**config.mk**
```make
export PLATFORM = sky130hd
export DESIGN_NAME = button_click_hold_detector_top
export DESIGN_NICKNAME = d
export VERILOG_FILES = /design/src/hw/rtl/bchd_pkg.sv /design/src/hw/rtl/button_click_hold_detector_top.sv
export SDC_FILE = /design/constraint.sdc
export NUM_CORES = 1
export LEC_CHECK = 0
export ABC_CLOCK_PERIOD_IN_PS = 5750
export BUFFER_PORTS_ARGS = -buffer_cell sky130_fd_sc_hd__clkbuf_2
export CAP_MARGIN = 20
export CORE_MARGIN = 2
export CORE_UTILIZATION = 60
export CTS_BUF_LIST = sky130_fd_sc_hd__clkbuf_4 sky130_fd_sc_hd__clkbuf_8
export DETAILED_ROUTE_END_ITERATION = 8
export PLACE_DENSITY = 0.79
export SLEW_MARGIN = 20
export SYNTH_ARGS = -nofsm -noshare
export SYNTH_HDL_FRONTEND = slang
export SYNTH_SLANG_ARGS = --single-unit
export TNS_END_PERCENT = 10
```
**constraint.sdc**
```tcl
create_clock -name clk -period 5.75 [get_ports clk]
set_clock_uncertainty 0.15 [all_clocks]
set_input_delay 0 -clock clk [delete_from_list [all_inputs] [get_ports clk]]
set_output_delay 0 -clock clk [all_outputs]
set_load 0.05 [all_outputs]
```
**src/hw/rtl/bchd_pkg.sv**
```systemverilog
// Package for the button click and hold detector.
// Holds widths, request and register codes, reset values and the sequencer states.
// No dependencies.
package bchd_pkg;

    localparam int TIME_BITS  = 32;
    localparam int COUNT_BITS = 8;
    localparam int CFG_BITS   = 16;
    localparam int STEP_BITS  = $clog2(TIME_BITS);

    typedef logic [TIME_BITS-1:0]  time_t;
    typedef logic [COUNT_BITS-1:0] count_t;
    typedef logic [CFG_BITS-1:0]   cfg_t;

    typedef enum logic [1:0] {
        REQ_PRESS   = 2'd0,
        REQ_RELEASE = 2'd1,
        REQ_POLL    = 2'd2,
        REQ_NONE    = 2'd3
    } req_t;

    typedef enum logic [1:0] {
        CFG_HOLD_BEGIN  = 2'd0,
        CFG_HOLD_PERIOD = 2'd1,
        CFG_CLICK_GAP   = 2'd2,
        CFG_UNUSED      = 2'd3
    } cfg_idx_t;

    localparam cfg_t HOLD_BEGIN_RST  = CFG_BITS'(500);
    localparam cfg_t HOLD_PERIOD_RST = CFG_BITS'(1000);
    localparam cfg_t CLICK_GAP_RST   = CFG_BITS'(400);

    typedef enum logic [2:0] {
        ST_IDLE,
        ST_EVAL,
        ST_DIVIDE,
        ST_APPLY,
        ST_FINISH
    } state_t;

endpackage

```
**src/hw/rtl/button_click_hold_detector_top.sv**
```systemverilog
// Button click and hold detector, top level.
// Event sequencer with a shared restoring divider for the hold step count.
// Depends on bchd_pkg.
//
//  channel | direction | handshake          | payload
//  in      | input     | in_valid/in_stall  | req_type, time_ms
//  out     | output    | out_valid/out_stall| clicks, holds, interacting
//  cfg     | input     | cfg_we             | cfg_index, cfg_data
//
// Press, bounce and unused codes pass through accept and evaluate only.
// A release of a short press does the same; a poll with no hold under way
// adds the output step, ST_FINISH. Release of a hold runs the divider in
// ST_DIVIDE, then ST_APPLY; a poll while holding adds ST_FINISH after that.
// The quotient loop in ST_DIVIDE makes one quotient bit per cycle.
// Reset returns to released with the register defaults. A result waiting under
// out_stall does not block input; only the next poll's final step waits for it.
module button_click_hold_detector_top (
    input  logic                    clk,
    input  logic                    rst_n,
    input  logic                    in_valid,
    output logic                    in_stall,
    input  logic [1:0]              req_type,
    input  logic [31:0]             time_ms,
    output logic                    out_valid,
    input  logic                    out_stall,
    output logic [7:0]              clicks,
    output logic [7:0]              holds,
    output logic                    interacting,
    input  logic                    cfg_we,
    input  logic [1:0]              cfg_index,
    input  logic [15:0]             cfg_data
);
    import bchd_pkg::*;

    state_t state_reg, state_next;

    // configuration
    cfg_t hold_begin_reg, hold_period_reg, click_gap_reg;

    // captured transaction
    req_t  req_reg;
    time_t now_reg;

    // detector state
    logic   pressed_reg, pressed_next;
    time_t  press_time_reg, press_time_next;
    time_t  release_time_reg, release_time_next;
    count_t click_count_reg, click_count_next;
    count_t hold_count_reg, hold_count_next;
    logic   clicks_pend_reg, clicks_pend_next;
    logic   holds_pend_reg, holds_pend_next;
    count_t clicks_out_reg, clicks_out_next;

    // divider
    time_t                dq_reg, dq_next;
    cfg_t                 rem_reg, rem_next;
    logic [STEP_BITS-1:0] step_reg, step_next;

    // output register
    logic   out_valid_reg, out_valid_next;
    count_t clicks_reg, clicks_next;
    count_t holds_reg, holds_next;
    logic   inter_reg, inter_next;

    logic               in_take;
    logic               out_free;
    time_t              held;
    logic               held_ge;
    logic               div_last;
    logic [CFG_BITS:0]  shifted;
    logic               div_ge;
    count_t             steps;

    assign in_take  = in_valid && !in_stall;
    assign out_free = !out_valid_reg || !out_stall;
    assign held     = now_reg - press_time_reg;
    assign held_ge  = held >= TIME_BITS'(hold_begin_reg);
    assign div_last = step_reg == STEP_BITS'(TIME_BITS - 1);
    assign shifted  = {rem_reg, dq_reg[TIME_BITS-1]};
    // a zero divisor gives an all-ones quotient here without special handling
    assign div_ge   = shifted >= {1'b0, hold_period_reg};
    assign steps    = dq_reg[COUNT_BITS-1:0] + COUNT_BITS'(1);

    // next state
    always_comb
    begin
        state_next = state_reg;
        unique case (state_reg)
            ST_IDLE:
            begin
                if (in_take)
                    state_next = ST_EVAL;
            end
            ST_EVAL:
            begin
                unique case (req_reg)
                    REQ_RELEASE:
                    begin
                        if (pressed_reg && held_ge)
                            state_next = ST_DIVIDE;
                        else
                            state_next = ST_IDLE;
                    end
                    REQ_POLL:
                    begin
                        if (pressed_reg && held_ge)
                            state_next = ST_DIVIDE;
                        else
                            state_next = ST_FINISH;
                    end
                    REQ_PRESS, REQ_NONE:
                        state_next = ST_IDLE;
                endcase
            end
            ST_DIVIDE:
            begin
                if (div_last)
                    state_next = ST_APPLY;
            end
            ST_APPLY:
            begin
                if (req_reg == REQ_POLL)
                    state_next = ST_FINISH;
                else
                    state_next = ST_IDLE;
            end
            ST_FINISH:
            begin
                if (out_free)
                    state_next = ST_IDLE;
            end
            default:
                state_next = ST_IDLE;
        endcase
    end

    // outputs and datapath
    always_comb
    begin
        in_stall          = state_reg != ST_IDLE;
        pressed_next      = pressed_reg;
        press_time_next   = press_time_reg;
        release_time_next = release_time_reg;
        click_count_next  = click_count_reg;
        hold_count_next   = hold_count_reg;
        clicks_pend_next  = clicks_pend_reg;
        holds_pend_next   = holds_pend_reg;
        clicks_out_next   = clicks_out_reg;
        dq_next           = dq_reg;
        rem_next          = rem_reg;
        step_next         = step_reg;
        out_valid_next    = out_valid_reg && out_stall;
        clicks_next       = clicks_reg;
        holds_next        = holds_reg;
        inter_next        = inter_reg;

        unique case (state_reg)
            ST_IDLE:
            begin
            end
            ST_EVAL:
            begin
                // divider load, used only when the next state is ST_DIVIDE
                dq_next   = held - TIME_BITS'(hold_begin_reg);
                rem_next  = '0;
                step_next = '0;
                unique case (req_reg)
                    REQ_PRESS:
                    begin
                        if (!pressed_reg)
                        begin
                            press_time_next = now_reg;
                            pressed_next    = 1'b1;
                            hold_count_next = '0;
                            holds_pend_next = 1'b0;
                        end
                    end
                    REQ_RELEASE:
                    begin
                        if (pressed_reg)
                        begin
                            release_time_next = now_reg;
                            pressed_next      = 1'b0;
                            if (!held_ge)
                            begin
                                click_count_next = click_count_reg + COUNT_BITS'(1);
                                clicks_pend_next = 1'b1;
                            end
                        end
                    end
                    REQ_POLL:
                    begin
                        clicks_out_next = '0;
                        if (clicks_pend_reg &&
                            (now_reg - release_time_reg) >= TIME_BITS'(click_gap_reg))
                        begin
                            clicks_out_next  = click_count_reg;
                            click_count_next = '0;
                            clicks_pend_next = 1'b0;
                        end
                    end
                    REQ_NONE:
                    begin
                    end
                endcase
            end
            ST_DIVIDE:
            begin
                dq_next   = {dq_reg[TIME_BITS-2:0], div_ge};
                rem_next  = div_ge ? CFG_BITS'(shifted - {1'b0, hold_period_reg})
                                   : shifted[CFG_BITS-1:0];
                step_next = step_reg + STEP_BITS'(1);
            end
            ST_APPLY:
            begin
                if (steps != hold_count_reg)
                begin
                    hold_count_next = steps;
                    holds_pend_next = 1'b1;
                end
            end
            ST_FINISH:
            begin
                if (out_free)
                begin
                    out_valid_next = 1'b1;
                    clicks_next    = clicks_out_reg;
                    holds_next     = holds_pend_reg ? hold_count_reg : '0;
                    inter_next     = pressed_reg || clicks_pend_reg;
                    if (holds_pend_reg && !pressed_reg)
                        hold_count_next = '0;
                    holds_pend_next = 1'b0;
                end
            end
            default:
            begin
            end
        endcase
    end

    always_ff @(posedge clk or negedge rst_n)
    begin
        if (!rst_n)
        begin
            state_reg        <= ST_IDLE;
            hold_begin_reg   <= HOLD_BEGIN_RST;
            hold_period_reg  <= HOLD_PERIOD_RST;
            click_gap_reg    <= CLICK_GAP_RST;
            pressed_reg      <= 1'b0;
            press_time_reg   <= '0;
            release_time_reg <= '0;
            click_count_reg  <= '0;
            hold_count_reg   <= '0;
            clicks_pend_reg  <= 1'b0;
            holds_pend_reg   <= 1'b0;
            out_valid_reg    <= 1'b0;
        end
        else
        begin
            state_reg        <= state_next;
            pressed_reg      <= pressed_next;
            press_time_reg   <= press_time_next;
            release_time_reg <= release_time_next;
            click_count_reg  <= click_count_next;
            hold_count_reg   <= hold_count_next;
            clicks_pend_reg  <= clicks_pend_next;
            holds_pend_reg   <= holds_pend_next;
            out_valid_reg    <= out_valid_next;
            if (cfg_we)
            begin
                unique case (cfg_idx_t'(cfg_index))
                    CFG_HOLD_BEGIN:  hold_begin_reg  <= cfg_data;
                    CFG_HOLD_PERIOD: hold_period_reg <= cfg_data;
                    CFG_CLICK_GAP:   click_gap_reg   <= cfg_data;
                    CFG_UNUSED:
                    begin
                    end
                endcase
            end
        end
    end

    // payload registers, no reset
    always_ff @(posedge clk)
    begin
        if (in_take)
        begin
            req_reg <= req_t'(req_type);
            now_reg <= time_ms;
        end
        clicks_out_reg <= clicks_out_next;
        dq_reg         <= dq_next;
        rem_reg        <= rem_next;
        step_reg       <= step_next;
        clicks_reg     <= clicks_next;
        holds_reg      <= holds_next;
        inter_reg      <= inter_next;
    end

    assign out_valid   = out_valid_reg;
    assign clicks      = clicks_reg;
    assign holds       = holds_reg;
    assign interacting = inter_reg;

endmodule
```
==> metrics <==
outcome=finished clean; number of synthesized flops with an enable pin=112; DR DRC count=0; Netlist cell types=between 80 and 90; Setup WS pre-CTS=about 0.097 ns; Syn Inst Count=between 1500 and 2000; core area=25900 um^2; vias in the first global route=12700; Worst EP arrival=between 5 and 6 ns; internal power=between 6 and 7 mW; worst path required time=between 5 and 6 ns; switching portion of total power=between 40% and 50%; Sink Count=about 250; cell area after synthesis=15700 um^2; placed cell areas=around 16000 um^2; total global routing track utilization=between 20% and 30%; Num CTS Buffers=43; gpl congestion=between 0.9 and 1; fin nets=1977; r2r startpoint=now_reg[0]; Worst-Margin Slew=between 0.8 and 0.9 ns; Slew HR=between 40 and 50%; Tcrit/Tclk final=slightly below 100%; clock latency at the later pin of the worst-skew pair=0.57 ns; sequential share of the synthesized area=a little over two fifths; IO Pins=76; top-count cell post-synth=nand2_1; DP HPWL=roughly 26000 um; Post-synth top cells=nand2_1, o21ai_0, inv_1; worst r2r path cells=23; Mean Syn Cell Area=roughly 10 um^2; largest net degree at the start of global routing=80; share of total power in combinational logic=61.7%; ranking of synthesized cells by area=edfxtp_1, dfrtp_1, ha_1; fin area=18500 um^2; Reg power frac=between 20% and 30%; Die Wd=approximately 170 um; DR iter-0 viols=between 900 and 1000; share of layout cells above drive strength 1=~17%; R2R Path End=clicks_out_reg[1]; CTS Root Cell=clkbuf_8; worst hold path class=input port to flip-flop; die area=roughly 28000 um^2; synthesis-to-layout area growth=17.9%; worst IR drop on VDD=between 0.3 and 0.4 mV; Synth top area share=21.4%; Synth area leader=edfxtp_1; WL/cell=approximately 18 um; crit path kind=flip-flop to flip-flop; top_reg_cell synth=dfrtp_1; Max Cap Viol=0; yosys warns=0; top fanout value on the critical path=5; FFs w/ async S/R, synth=approximately 55%; Slew Limit Fails=0; via count=around 13000; Clock Pin Slew Worst Setup and Hold Paths=~0.060 ns; Setup crit end kind=flip-flop; CTS H-tree depth=2; Final Core Density=71.6%; antenna violation net count after detailed routing=0; Sw Pwr=around 5.7 mW; Clock power frac=a little over an eighth; #FFs+latches synth=between 200 and 250; Worst Setup SP=now_reg[0]; initial antenna violation count=2; Worst R2R Setup Slack=between 0.2 and 0.25 ns; final setup TNS=0 ns; static leakage=~8.0 nW; Final Hold Viols=0; Worst Setup Start Kind=flip-flop; First-pass DRT Iterations=6; gr ovfl total=0; CTS Buffer Depth=3; final WL=~39000 um; CTS tree=yes; Post-Syn Nets=between 1500 and 2000; cell row count=just under 60; hold_ws=approximately 0.033 ns; fin crit period=approximately 5.5 ns; I/O Buffers=between 70 and 80; fill count=1836; Die Span Y=166 um; power per cell area=676 nW/um^2; CP Capture Point=clicks_out_reg[1]; first-pass GRT wire length=between 60000 and 70000 um; fin worst setup slack=around 0.22 ns; initial core utilization=60.7%; FMAX=between 150 and 200 MHz; Final setup viols=0; Vias per Instance=slightly below 6
## per-layer routing
metal  vias to the layer above  share of wire (%)  GRT usage (%)
li1                       6173                  -              -
met1                      6136                 43           36.0
met2                       420                 48           47.7
met3                        97                5.9           4.96
met4                         0                3.2           10.2
met5                         -                  0              0
## how the worst min path moves through the flow
stage	from	to	slack [ns]	cells past startpoint
after floorplan	rst_n	click_count_reg[0]	-0.45	0
after global placement	rst_n	press_time_reg[2]	-0.15	1
after detailed placement	rst_n	press_time_reg[3]	-0.15	1
after CTS	time_ms[19]	now_reg[19]	0.02	2
after global routing	req_type[1]	req_reg[1]	0.02	2
final	time_ms[11]	now_reg[11]	0.03	2
## cell families after synthesis
group | after synthesis | share of synthesized area, %
buffers and inverters | 181 | 4.49
AO/OA/AOI/OAI | 401 | 16.5
flip-flops | 247 | 43.0
adder cells (fa/ha/maj) | 118 | 9.58
AND/OR/NAND/NOR | 479 | 15.0
XOR/XNOR | 94 | 5.24
multiplexers | 88 | 6.18
## critical path, cell delays in order (launching register included)
cell and delay (ns):
edfxtp_1 0.41, inv_2 0.09, ha_2 0.18, inv_1 0.06
fa_2 0.40, a211oi_4 0.28, o21ai_2 0.10, or3b_4 0.25
nand2_1 0.08, nand3_1 0.11, nand2_1 0.06, xor2_1 0.14
ha_1 0.31, a21o_1 0.21, a221oi_2 0.23, and3_1 0.18
o2111ai_1 0.14, a2111oi_2 0.31, nand4_1 0.13, or4_4 0.45
a2111oi_4 0.36, buf_4 0.21, a41oi_4 0.16, and2_4 0.24
## timing repair
item	4_1_cts	5_1_grt
setup endpoints to repair	0	17
hold buffers	108	1
setup buffers	0	3
resized for setup	0	14
endpoints found under the hold margin	192	1
## layout by cell type, fill, tap and decap left out, types with 9 or more instances in the layout
cell type / count
mux2_2: 68
xor2_1: 41
or3_1: 9
inv_1: 132
a211oi_1: 13
nor2_1: 111
edfxtp_1: 112
dfrtp_1: 120
buf_4: 10
nand2b_1: 14
and2_1: 18
nand3_1: 38
nand4_1: 15
a21oi_1: 96
a31oi_1: 12
nand2_1: 158
mux2i_1: 19
xnor2_1: 53
o21a_1: 12
o31ai_1: 12
nor2b_1: 21
a21o_1: 33
or2_2: 13
o21ai_0: 132
clkbuf_4: 18
dfstp_2: 15
nor3_1: 19
and3_1: 16
clkbuf_8: 47
ha_1: 113
clkbuf_2: 74
dlygate4sd3_1: 108
## stage by stage
step,total power [mW],cells
floorplan,8.80,1608
global placement,10.2,1978
detailed placement,10.4,1978
CTS,12.2,2166
global route,13.5,2174
finish,12.5,2174
## power groups by stage
stage	registers [mW]	logic, mW	clock network, mW
2_1_floorplan	3.02	5.79	0
3_3_place_gp	3.07	7.11	0
3_5_place_dp	3.11	7.32	0
4_1_cts	3.08	7.44	1.72
5_1_grt	3.16	8.55	1.82
6_report	3.10	7.74	1.71
## final cells by class
type / count / area (um^2) / area share [%]
multi-input combinational: 1181 / 8350 / 45.1
sequential: 247 / 6760 / 36.5
timing repair buffer: 196 / 1600 / 8.61
clock buffer: 65 / 782 / 4.22
inverter: 133 / 499 / 2.69
tap: 335 / 419 / 2.26
clock inverter: 15 / 126 / 0.682
antenna: 2 / 5.00 / 0.0270
No activity file was read; power rests on OpenSTA's default activity.
